--- src/hw/rtl/pwmpdm_pkg.sv ---
`timescale 1ns / 1ps
// ----------------------------------------------------------------------------
// pwmpdm_pkg
// Shared types and constants of the pwm period and duty meter.
// ----------------------------------------------------------------------------
package pwmpdm_pkg;

   // fixed field widths
   localparam int CLOCK_W    = 27;
   localparam int CAPTURE_W  = 16;
   localparam int TICKS_W    = 17;
   localparam int PUS_W      = 33;
   localparam int FREQ_W     = 34;
   localparam int DUTY_W     = 14;
   localparam int RSP_FIELDS_W = 2 * TICKS_W + PUS_W + FREQ_W + DUTY_W;
   localparam int RSP_DATA_W   = ((RSP_FIELDS_W + 7) / 8) * 8;

   // scale constants
   localparam logic [CLOCK_W-1:0] CLOCK_RESET = 27'd120000000;
   localparam logic [CLOCK_W-1:0] US_CENTI    = 27'd100000000;
   localparam logic [6:0]         HZ_CENTI    = 7'd100;
   localparam logic [DUTY_W-1:0]  PCT_CENTI   = 14'd10000;

   // measurement phase
   typedef enum logic [1:0] {
      PH_WAIT_RISE  = 2'd0,
      PH_WAIT_FALL  = 2'd1,
      PH_WAIT_CLOSE = 2'd2
   } phase_type;

   // sequencer state
   typedef enum logic [1:0] {
      ST_IDLE = 2'd0,
      ST_MUL  = 2'd1,
      ST_DIV  = 2'd2,
      ST_DONE = 2'd3
   } state_type;

   // controller to datapath commands
   typedef struct packed {
      logic start_load;
      logic high_load;
      logic close;
      logic mul_step;
      logic div_step;
      logic result_load;
   } cmd_type;

   // datapath to controller status
   typedef struct packed {
      logic high_le_period;
   } status_type;

endpackage

--- src/hw/rtl/pwmpdm_ctrl.sv ---
`timescale 1ns / 1ps
// ----------------------------------------------------------------------------
// pwmpdm_ctrl
// Edge phase tracking and sequencing of the multiply and divide steps.
// ----------------------------------------------------------------------------
module pwmpdm_ctrl
   import pwmpdm_pkg::*;
#(
   parameter int SPAN_W = 17,
   parameter int DVD_W  = 44
) (
   input  logic       clock,
   input  logic       reset,
   input  logic       req_tvalid,
   output logic       req_tready,
   input  logic       req_tuser,
   output logic       rsp_tvalid,
   input  logic       rsp_tready,
   output cmd_type    cmd,
   input  status_type status
);

   localparam int CNT_W = $clog2(DVD_W);

   state_type        state_ff, state_in;
   phase_type        phase_ff, phase_in;
   logic [CNT_W-1:0] cnt_ff, cnt_in;
   logic             out_valid_ff, out_valid_in;
   logic             accept;

   // state registers
   always_ff @(posedge clock) begin
      if (reset) begin
         state_ff     <= ST_IDLE;
         phase_ff     <= PH_WAIT_RISE;
         cnt_ff       <= '0;
         out_valid_ff <= 1'b0;
      end else begin
         state_ff     <= state_in;
         phase_ff     <= phase_in;
         cnt_ff       <= cnt_in;
         out_valid_ff <= out_valid_in;
      end
   end

   assign req_tready = (state_ff == ST_IDLE);
   assign rsp_tvalid = out_valid_ff;
   assign accept     = req_tvalid && req_tready;

   // next state and commands
   always_comb begin
      state_in     = state_ff;
      phase_in     = phase_ff;
      cnt_in       = cnt_ff;
      out_valid_in = out_valid_ff && !rsp_tready;
      cmd          = '0;
      unique case (state_ff)
         ST_IDLE: begin
            if (accept) begin
               unique case (phase_ff)
                  PH_WAIT_FALL: begin
                     if (req_tuser) begin
                        // repeated rising edge restarts the measurement
                        cmd.start_load = 1'b1;
                     end else begin
                        cmd.high_load = 1'b1;
                        phase_in      = PH_WAIT_CLOSE;
                     end
                  end
                  PH_WAIT_CLOSE: begin
                     if (req_tuser) begin
                        cmd.close = 1'b1;
                        phase_in  = PH_WAIT_FALL;
                        if (status.high_le_period) begin
                           state_in = ST_MUL;
                           cnt_in   = '0;
                        end
                     end
                  end
                  default: begin
                     if (req_tuser) begin
                        cmd.start_load = 1'b1;
                        phase_in       = PH_WAIT_FALL;
                     end
                  end
               endcase
            end
         end
         ST_MUL: begin
            cmd.mul_step = 1'b1;
            if (cnt_ff == CNT_W'(SPAN_W - 1)) begin
               state_in = ST_DIV;
               cnt_in   = '0;
            end else begin
               cnt_in = cnt_ff + 1'b1;
            end
         end
         ST_DIV: begin
            cmd.div_step = 1'b1;
            if (cnt_ff == CNT_W'(DVD_W - 1)) begin
               state_in = ST_DONE;
               cnt_in   = '0;
            end else begin
               cnt_in = cnt_ff + 1'b1;
            end
         end
         ST_DONE: begin
            // wait for the output register to free up
            if (!out_valid_ff || rsp_tready) begin
               cmd.result_load = 1'b1;
               out_valid_in    = 1'b1;
               state_in        = ST_IDLE;
            end
         end
         default: begin
            state_in = ST_IDLE;
         end
      endcase
   end

endmodule

--- src/hw/rtl/pwmpdm_dp.sv ---
`timescale 1ns / 1ps
// ----------------------------------------------------------------------------
// pwmpdm_dp
// Tick spans, clock register and three shift-add multiply / restoring
// divide lanes for period, frequency and duty.
// ----------------------------------------------------------------------------
module pwmpdm_dp
   import pwmpdm_pkg::*;
#(
   parameter int TIMER_W = 16,
   parameter int SPAN_W  = 17,
   parameter int DVD_W   = 44,
   parameter int DVS_W   = 27
) (
   input  logic                  clock,
   input  logic                  reset,
   input  logic [CAPTURE_W-1:0]  capture_time,
   input  logic                  csr_write,
   input  logic [CLOCK_W-1:0]    csr_wdata,
   input  cmd_type               cmd,
   output status_type            status,
   output logic [RSP_DATA_W-1:0] rsp_data
);

   localparam int LANES  = 3;
   localparam int L_PUS  = 0;
   localparam int L_FREQ = 1;
   localparam int L_DUTY = 2;

   logic [CLOCK_W-1:0] clock_hz_ff;
   logic [TIMER_W-1:0] start_ff;
   logic [SPAN_W-1:0]  high_ff;
   logic [SPAN_W-1:0]  period_ff;
   logic [TIMER_W-1:0] cap_t;
   logic [TIMER_W-1:0] span_diff;
   logic [SPAN_W-1:0]  span;

   logic [DVD_W-1:0]   mcand_ff  [LANES];
   logic [SPAN_W-1:0]  mplier_ff [LANES];
   logic [DVD_W-1:0]   acc_ff    [LANES];
   logic [DVS_W-1:0]   dvs_ff    [LANES];
   logic [DVS_W-1:0]   rem_ff    [LANES];

   logic [TICKS_W-1:0] res_high_ff;
   logic [TICKS_W-1:0] res_period_ff;
   logic [PUS_W-1:0]   res_pus_ff;
   logic [FREQ_W-1:0]  res_freq_ff;
   logic [DUTY_W-1:0]  res_duty_ff;

   // clock frequency register
   always_ff @(posedge clock) begin
      if (reset) begin
         clock_hz_ff <= CLOCK_RESET;
      end else if (csr_write) begin
         clock_hz_ff <= csr_wdata;
      end
   end

   // modulo span, equal timestamps count as a full wrap
   assign cap_t     = TIMER_W'(capture_time);
   assign span_diff = cap_t - start_ff;
   assign span      = {span_diff == '0, span_diff};

   assign status.high_le_period = (high_ff <= span);

   // edge timestamps and high time
   always_ff @(posedge clock) begin
      if (cmd.start_load || cmd.close) begin
         start_ff <= cap_t;
      end
      if (cmd.high_load) begin
         high_ff <= span;
      end
      if (cmd.close) begin
         period_ff <= span;
      end
   end

   // multiply then divide lanes
   always_ff @(posedge clock) begin
      logic [DVS_W:0] trial;
      if (cmd.close) begin
         mcand_ff[L_PUS]   <= DVD_W'(US_CENTI);
         mplier_ff[L_PUS]  <= span;
         dvs_ff[L_PUS]     <= DVS_W'(clock_hz_ff);
         mcand_ff[L_FREQ]  <= DVD_W'(clock_hz_ff);
         mplier_ff[L_FREQ] <= SPAN_W'(HZ_CENTI);
         dvs_ff[L_FREQ]    <= DVS_W'(span);
         mcand_ff[L_DUTY]  <= DVD_W'(PCT_CENTI);
         mplier_ff[L_DUTY] <= high_ff;
         dvs_ff[L_DUTY]    <= DVS_W'(span);
         for (int i = 0; i < LANES; i++) begin
            acc_ff[i] <= '0;
            rem_ff[i] <= '0;
         end
      end else if (cmd.mul_step) begin
         for (int i = 0; i < LANES; i++) begin
            if (mplier_ff[i][0]) begin
               acc_ff[i] <= acc_ff[i] + mcand_ff[i];
            end
            mcand_ff[i]  <= {mcand_ff[i][DVD_W-2:0], 1'b0};
            mplier_ff[i] <= {1'b0, mplier_ff[i][SPAN_W-1:1]};
         end
      end else if (cmd.div_step) begin
         // restoring division, quotient bits shift into the dividend
         for (int i = 0; i < LANES; i++) begin
            trial = {rem_ff[i], acc_ff[i][DVD_W-1]};
            if (trial >= {1'b0, dvs_ff[i]}) begin
               rem_ff[i] <= DVS_W'(trial - {1'b0, dvs_ff[i]});
               acc_ff[i] <= {acc_ff[i][DVD_W-2:0], 1'b1};
            end else begin
               rem_ff[i] <= trial[DVS_W-1:0];
               acc_ff[i] <= {acc_ff[i][DVD_W-2:0], 1'b0};
            end
         end
      end
   end

   // output register, period in centi-us saturates
   always_ff @(posedge clock) begin
      if (cmd.result_load) begin
         res_high_ff   <= TICKS_W'(high_ff);
         res_period_ff <= TICKS_W'(period_ff);
         if (|acc_ff[L_PUS][DVD_W-1:PUS_W]) begin
            res_pus_ff <= '1;
         end else begin
            res_pus_ff <= acc_ff[L_PUS][PUS_W-1:0];
         end
         res_freq_ff <= acc_ff[L_FREQ][FREQ_W-1:0];
         res_duty_ff <= acc_ff[L_DUTY][DUTY_W-1:0];
      end
   end

   assign rsp_data = {(RSP_DATA_W - RSP_FIELDS_W)'(0), res_duty_ff, res_freq_ff,
                      res_pus_ff, res_period_ff, res_high_ff};

endmodule

--- src/hw/rtl/pwm_period_duty_meter_core.sv ---
`timescale 1ns / 1ps
// ----------------------------------------------------------------------------
// pwm_period_duty_meter_core
// Measures high time, period, frequency and duty of a pwm input from its
// edge captures.
// ----------------------------------------------------------------------------
//  channel   direction  handshake                content
//  req_      in         req_tvalid/req_tready    one edge: polarity, timestamp
//  rsp_      out        rsp_tvalid/rsp_tready    one measurement
//  csr_      in         csr_valid/csr_ready      capture timer clock in hertz
//
//  edges that close no measurement leave the block ready for the next edge.
//  a closing rising edge with a valid period holds req_tready low while
//  the three shift-add multiply and restoring divide lanes retire one bit
//  per cycle, through the multiply, divide and done states.
//  a finished measurement waits in the output register; a stalled rsp_ side
//  only holds the block once the next measurement is done.
//  reset sets the clock to 120 MHz and waits for a rising edge.
// ----------------------------------------------------------------------------
module pwm_period_duty_meter_core
   import pwmpdm_pkg::*;
#(
   parameter int TIMER_WIDTH = 16
) (
   input  logic                  clock,
   input  logic                  reset,
   // tdata: capture_time[15:0]
   input  logic                  req_tvalid,
   output logic                  req_tready,
   input  logic [CAPTURE_W-1:0]  req_tdata,
   // tuser: edge_rising[0]
   input  logic                  req_tuser,
   // tdata: high_ticks[16:0], period_ticks[33:17], period_centi_us[66:34],
   //        freq_centi_hz[100:67], duty_centi_pct[114:101], zeros[119:115]
   output logic                  rsp_tvalid,
   input  logic                  rsp_tready,
   output logic [RSP_DATA_W-1:0] rsp_tdata,
   input  logic                  csr_valid,
   output logic                  csr_ready,
   input  logic [CLOCK_W-1:0]    csr_wdata
);

   localparam int SPAN_W = TIMER_WIDTH + 1;
   localparam int DVD_W  = CLOCK_W + SPAN_W;
   localparam int DVS_W  = (SPAN_W > CLOCK_W) ? SPAN_W : CLOCK_W;

   cmd_type    cmd;
   status_type status;

   assign csr_ready = 1'b1;

   // sequencer
   pwmpdm_ctrl #(
      .SPAN_W (SPAN_W),
      .DVD_W  (DVD_W)
   ) u_ctrl (
      .clock      (clock),
      .reset      (reset),
      .req_tvalid (req_tvalid),
      .req_tready (req_tready),
      .req_tuser  (req_tuser),
      .rsp_tvalid (rsp_tvalid),
      .rsp_tready (rsp_tready),
      .cmd        (cmd),
      .status     (status)
   );

   // arithmetic
   pwmpdm_dp #(
      .TIMER_W (TIMER_WIDTH),
      .SPAN_W  (SPAN_W),
      .DVD_W   (DVD_W),
      .DVS_W   (DVS_W)
   ) u_dp (
      .clock        (clock),
      .reset        (reset),
      .capture_time (req_tdata),
      .csr_write    (csr_valid && csr_ready),
      .csr_wdata    (csr_wdata),
      .cmd          (cmd),
      .status       (status),
      .rsp_data     (rsp_tdata)
   );

endmodule

--- config.mk ---
export PLATFORM = sky130hd
export DESIGN_NAME = pwm_period_duty_meter_core
export DESIGN_NICKNAME = d
export VERILOG_FILES = /design/src/hw/rtl/pwmpdm_pkg.sv /design/src/hw/rtl/pwmpdm_ctrl.sv /design/src/hw/rtl/pwmpdm_dp.sv /design/src/hw/rtl/pwm_period_duty_meter_core.sv
export SDC_FILE = /design/constraint.sdc
export NUM_CORES = 1
export LEC_CHECK = 0
export BUFFER_PORTS_ARGS = -buffer_cell sky130_fd_sc_hd__buf_2
export CORE_MARGIN = 1.5
export CORE_UTILIZATION = 45
export DETAILED_ROUTE_END_ITERATION = 8
export SYNTH_ARGS = -nofsm -noshare
export SYNTH_HDL_FRONTEND = slang
export SYNTH_SLANG_ARGS = --single-unit
--- constraint.sdc ---
create_clock -name clock -period 8.05 [get_ports clock]
set_clock_uncertainty 0.1 [all_clocks]
set_input_delay 1.61 -clock clock [delete_from_list [all_inputs] [get_ports clock]]
set_output_delay 1.61 -clock clock [all_outputs]
set_load 0.01 [all_outputs]
Word level (Yosys, flattened, before mapping)
Memories as Yosys holds them, arrays and structs flattened.
Cells that the tools add are included.
- output and inout port bits: 123
- bits of input ports: 49
- memories kept: 5
- register bits: 203
- logic and storage cells: 179
- bits in writable memories: 477
- memory list (memory ; words ; bits a word ; read ports ; clocked after Yosys merged registers in ; wr ports ; RTL line ; RTL):
    u_dp.acc_ff ; 3 ; 44 ; 3 ; 0 ; 3 ; pwmpdm_dp.sv:40 ; logic [DVD_W-1:0] acc_ff [LANES];
    u_dp.mcand_ff ; 3 ; 44 ; 3 ; 0 ; 3 ; pwmpdm_dp.sv:38 ; logic [DVD_W-1:0] mcand_ff [LANES];
    u_dp.dvs_ff ; 3 ; 27 ; 3 ; 0 ; 3 ; pwmpdm_dp.sv:41 ; logic [DVS_W-1:0] dvs_ff [LANES];
    u_dp.rem_ff ; 3 ; 27 ; 3 ; 0 ; 3 ; pwmpdm_dp.sv:42 ; logic [DVS_W-1:0] rem_ff [LANES];
    u_dp.mplier_ff ; 3 ; 17 ; 3 ; 0 ; 3 ; pwmpdm_dp.sv:39 ; logic [SPAN_W-1:0] mplier_ff [LANES];
- add/subtract/negate cells: 8
- magnitude comparators: 4
- reduce and logical (&&, ||, !) cells: 14
- equal/unequal tests: 15
- bitwise logic cells: 21
- multiplexer cells: 99
- operators by type and width (kind ; number):
    two-way mux 44 bit ; 12
    two-way mux 27 bit ; 6
    adder 44 bit ; 3
    >= comparator 28 x 27 -> 1 bit ; 3
    subtractor 27 bit ; 3
    two-way mux 1 bit ; 58
    two-way mux 17 bit ; 3
    two-way mux 6 bit ; 6
    OR 1 bit ; 21
    two-way mux 2 bit ; 10
    case mux 6 bit (3 select lines) ; 1
    <= comparator 17 bit ; 1
    zero test 16 bit ; 1
    subtractor 16 bit ; 1
    OR reduction 11 bit ; 1
    != test 2 bit (second input constant) ; 5
    case mux 2 bit (4 select lines) ; 1
    AND reduction 7 bit ; 1
    adder 6 x 1 -> 6 bit (second input constant) ; 1
    equality test 2 bit (second input constant) ; 3
    equality test 6 x 5 -> 1 bit (second input constant) ; 1
    equality test 6 bit (second input constant) ; 1
    two-way mux 3 bit ; 2
    != test 2 x 1 -> 1 bit (second input constant) ; 3
    9 further kinds ; 13

Depth between registers and ports, before layout
- depth in word-level cells: 9
- depth in mapped cells: 23
- gate-level depth less buffers: 23

Modules after synthesis
From an unflattened synthesis, not the netlist that was laid out.
- cells, all modules: 3129
- area total of the unflattened synthesis: 33489.6 um2
- modules (own cells, without submodules) (module ; area each (um2) ; times used ; seq. area each (um2) ; cells an instance):
    pwmpdm_dp ; 32725.1 ; 1 ; 17376.7 ; 3046
    pwmpdm_ctrl ; 753.2 ; 1 ; 220.2 ; 81
    pwm_period_duty_meter_core ; 11.3 ; 1 ; 0.0 ; 2

Worst setup path before layout
Ideal clock, no wire load.
- kind: input to register
- start: input port rsp_tready
- end: register u_dp.res_duty_ff[0], read port of u_dp.acc_ff, enable pin
- stages: 2
- required time: 7346 ps
- arrival: 6764 ps
- setup time: 604 ps
- setup slack: 582 ps
- path buffers: 0
- cell sequence: nor2b_1 -> nor2b_1
- RTL lines (what ; RTL line ; RTL):
    from (decl) ; pwm_period_duty_meter_core.sv:36 ; input logic rsp_tready,
    to (decl) ; pwmpdm_dp.sv:48 ; logic [DUTY_W-1:0] res_duty_ff;

Worst setup path in the final report
- start: input port req_tdata[0]
- end: register u_ctrl.cnt_ff[5]
- cells in the longest elaborated chain, start to end: 5
- ends and longest elaborated chain (what ; RTL line ; RTL):
    from (decl) ; pwm_period_duty_meter_core.sv:30 ; input logic [CAPTURE_W-1:0] req_tdata,
    subtractor 16 bit (*) ; pwmpdm_dp.sv:61 ; assign span_diff = cap_t - start_ff;
    net u_dp.span[10] ; pwmpdm_dp.sv:36 ; logic [SPAN_W-1:0] span;
    zero test 16 bit ; pwmpdm_dp.sv:62 ; assign span = {span_diff == '0, span_diff};
    <= comparator 17 bit (*) ; pwmpdm_dp.sv:64 ; assign status.high_le_period = (high_ff <= span);
    != test 2 bit (no line) (*) ; - ;
    AND reduction 5 bit (no line) (*) ; - ;
    to (signal assigned) ; pwmpdm_ctrl.sv:41 ; cnt_ff <= cnt_in;
    to (decl) ; pwmpdm_ctrl.sv:27 ; logic [CNT_W-1:0] cnt_ff, cnt_in;
The timed path passes the listed nets; every way through them passes the cells marked *.
A chain may end at the register's enable or synchronous reset.

==> out/results.txt <==
Hold WC Path Type: register to register
DP Wirelength: 52200 um
Worst Path Required: 8450 ps
Distinct cells, synth: 81
Peak VDD IR: 0.147 mV
DRC Markers: 0
#FFs+latches synth: 599
Top cell type's share of synthesized area: 50.9%
Vias per Instance: 5.58
Final setup fails: 0
Asr flop ratio synth: 0%
Worst-Margin Slew: 1100 ps
Worst Path Max Fanout: 8
Met1 track demand over resource: 28.1%
Register area: 0.0176 mm2
Row count: 99
Sink Count: 599
Post-CTS Hold Buffers: 0
DIE AREA: 0.0751 mm2
Post-synth top flop: edfxtp_1
Nets: 3374
# resized after CTS: 0
Max_cap viols: 0
Setup CP Type: primary input to register
Total gr overflow: 0
Horiz. Die Dim: 274 um
DRT iter0 DRCs: 1594
Starting Density: 45.4%
First-pass GRT wire length: 123000 um
CP Cell Sequence: buf_2, inv_1, ha_1, inv_1, fa_1, a21oi_1, o21bai_1, and2_1, o2111a_1, nor2_1, xor2_1, inv_1, nor4_1, nand4_1, or4_1, ha_1, nand4_1, or2_2, o41ai_1, a21o_1, a2bb2oi_1, nand4_1, xor2_1, nor2_1
Pin count of the biggest net entering global routing: 101
Router iterations before antenna repair: 5
Syn avg cell area: 11.3 um2
Yosys top cell by area: edfxtp_1
Minimum clock period after layout: 6530 ps
Vias in the first global route: 23000
Max-slew violation count: 0
CTS buffer count: 69
Area contributors post-synth: edfxtp_1 (51%), ha_1 (8.3%), o21ai_0 (2.8%), nand2_1 (2.6%), a21o_1 (2.5%)
Clock Tree Buf Depth: 3
Synth Cell Area: 0.0331 mm2
RePlAce Congestion: 0.907
Met2 GRT Util: 33.2%
Post-route ant nets: 0
Global route hottest layer: met2
Worst skew pair latency: 620 ps
Max Fclk: 153 MHz
Clock transition at path regs: 60 ps
Total GRT Usage: 20.3%
I/O pin total: 172
Area grow syn2layout: 12.5%
Status: completed
Share of layout cells above drive strength 1: 13.0%
Area of the multi-input gates: 0.0146 mm2
Via count: 23000
Cell count after synthesis: 2936
Core area: 0.0728 mm2
Final hold vios: 0
CP Capture Type: register
CP Data Arrival Time: 6940 ps
Leakage: 0.0150 uW
Setup_tns: 0 ps
H-tree levels: 3
GR Util met3: 2.59%
Fin area: 0.0372 mm2
Max-slew headroom: 26.4%
Register area share after synthesis: 53.2%
RSZ-0062 raised after global routing: false
EDFF count, synth: 560
Post-CTS setup buffers: 0
Avg WL per Cell: 18.5 um
Fill count: 6425
Worst path bufs/invs: 4
N_diodes: 0
Buffers on Ports: 165
Setup crit start kind: primary input
YS warnings: 0
Die Y-Extent: 274 um
Total routed wirelength: 76200 um
CTS tree: built
Critical path's slowest cell: a2bb2oi_1
Pwr Density: 183 mW/mm2
Root buffer cell: clkbuf_16
Final Cycle Share: 81.2%
Critical path's top delay family: simple AND/OR/NAND/NOR gates
Initial antenna violation count: 0
Crit-path max cell delay: 540 ps
Area post-placement: 0.0349 mm2
## synth_stat cells (79+ instances only)
library cell,n
inv_1,138
a21oi_1,160
xor2_1,93
and2_1,98
a21o_1,110
xnor2_1,87
nor2_1,202
nand2_1,232
edfxtp_1,560
o21ai_0,187
ha_1,220
clkbuf_1,79
## power breakdown
part	switching (uW)	internal [uW]
Combinational	155	102
Clock	1310	1820
Sequential	21.8	3410
## metrics by stage
step	setup WS, ps	power (uW)	hold WS (ps)	utilization, %	cells
after floorplan	582	3680	316	-	2940
after global placement	1120	3750	324	48.0	3986
after detailed placement	914	3760	333	48.0	3986
after CTS	1570	6900	347	51.0	4110
after global routing	991	7050	372	51.0	4110
final	1520	6820	347	51.0	4110
## flip-flops by register name, summed over array words and instances, names as in the netlist, 2 cells and up
signal and cells:
u_ctrl.cnt_ff 6, u_ctrl.phase_ff 2, u_ctrl.state_ff 2, u_dp.acc_ff 132
u_dp.clock_hz_ff 27, u_dp.dvs_ff 28, u_dp.high_ff 17, u_dp.mcand_ff 116
u_dp.mplier_ff 40, u_dp.period_ff 16, u_dp.rem_ff 81, u_dp.res_duty_ff 14
u_dp.res_freq_ff 34, u_dp.res_high_ff 17, u_dp.res_period_ff 17, u_dp.res_pus_ff 33
u_dp.start_ff 16
## cell type report
class,instances,share of cell area [%]
Timing Repair Buffer,187,2.70
Sequential cell,599,47.3
Multi-Input combinational cell,2103,39.4
Inverter,138,1.39
Tap cell,959,3.23
Clock inverter,38,1.09
Clock buffer,86,4.90
## layer usage
| layer | part of all wire, % | vias to the layer above |
|---|---|---|
| li1 | - | 11200 |
| met5 | 0 | - |
| met3 | 4.5 | 115 |
| met1 | 47 | 11100 |
| met2 | 46 | 497 |
| met4 | 2.4 | 0 |
## cell usage in the layout (no fill, tap or decap), types with 27 or more instances in the layout
cell type	instances
edfxtp_1	560
nand2_1	231
ha_1	219
nor2_1	199
o21ai_0	183
buf_2	165
a21oi_1	160
inv_1	137
a21o_1	110
and2_1	98
xor2_1	93
xnor2_1	87
clkbuf_16	70
nand3_1	54
mux2i_1	51
or2_2	44
mux2_2	44
nor2b_1	41
nand2b_1	39
dfxtp_1	39
nor3_1	36
nand4_1	36
o21bai_1	32
o21a_1	30
a211oi_1	27
## cells by family (layout without fill, tap and decap cells)
kind of cell | after synthesis | in the layout | synth area share (%)
mux | 95 | 95 | 3.04
buf+inv | 238 | 449 | 2.81
other cells | 2 | 6 | 0.0227
compound gates | 732 | 732 | 14.5
flops | 599 | 599 | 53.2
simple gates | 863 | 863 | 12.9
xor+xnor | 180 | 180 | 4.77
fa+ha+maj | 227 | 227 | 8.75
## worst paths after layout
check | from | end | slack (ps) | cells after the start
max | req_tdata[0] | u_ctrl.cnt_ff[5] | 1520 | 24
min | u_dp.acc_ff[2][2] | u_dp.res_duty_ff[2] | 350 | 0
max reg2reg | u_dp.start_ff[0] | u_ctrl.cnt_ff[5] | 2350 | 22
min reg2reg | u_dp.acc_ff[2][2] | u_dp.res_duty_ff[2] | 350 | 0
Note: power is estimated with default switching activity, not from simulation.
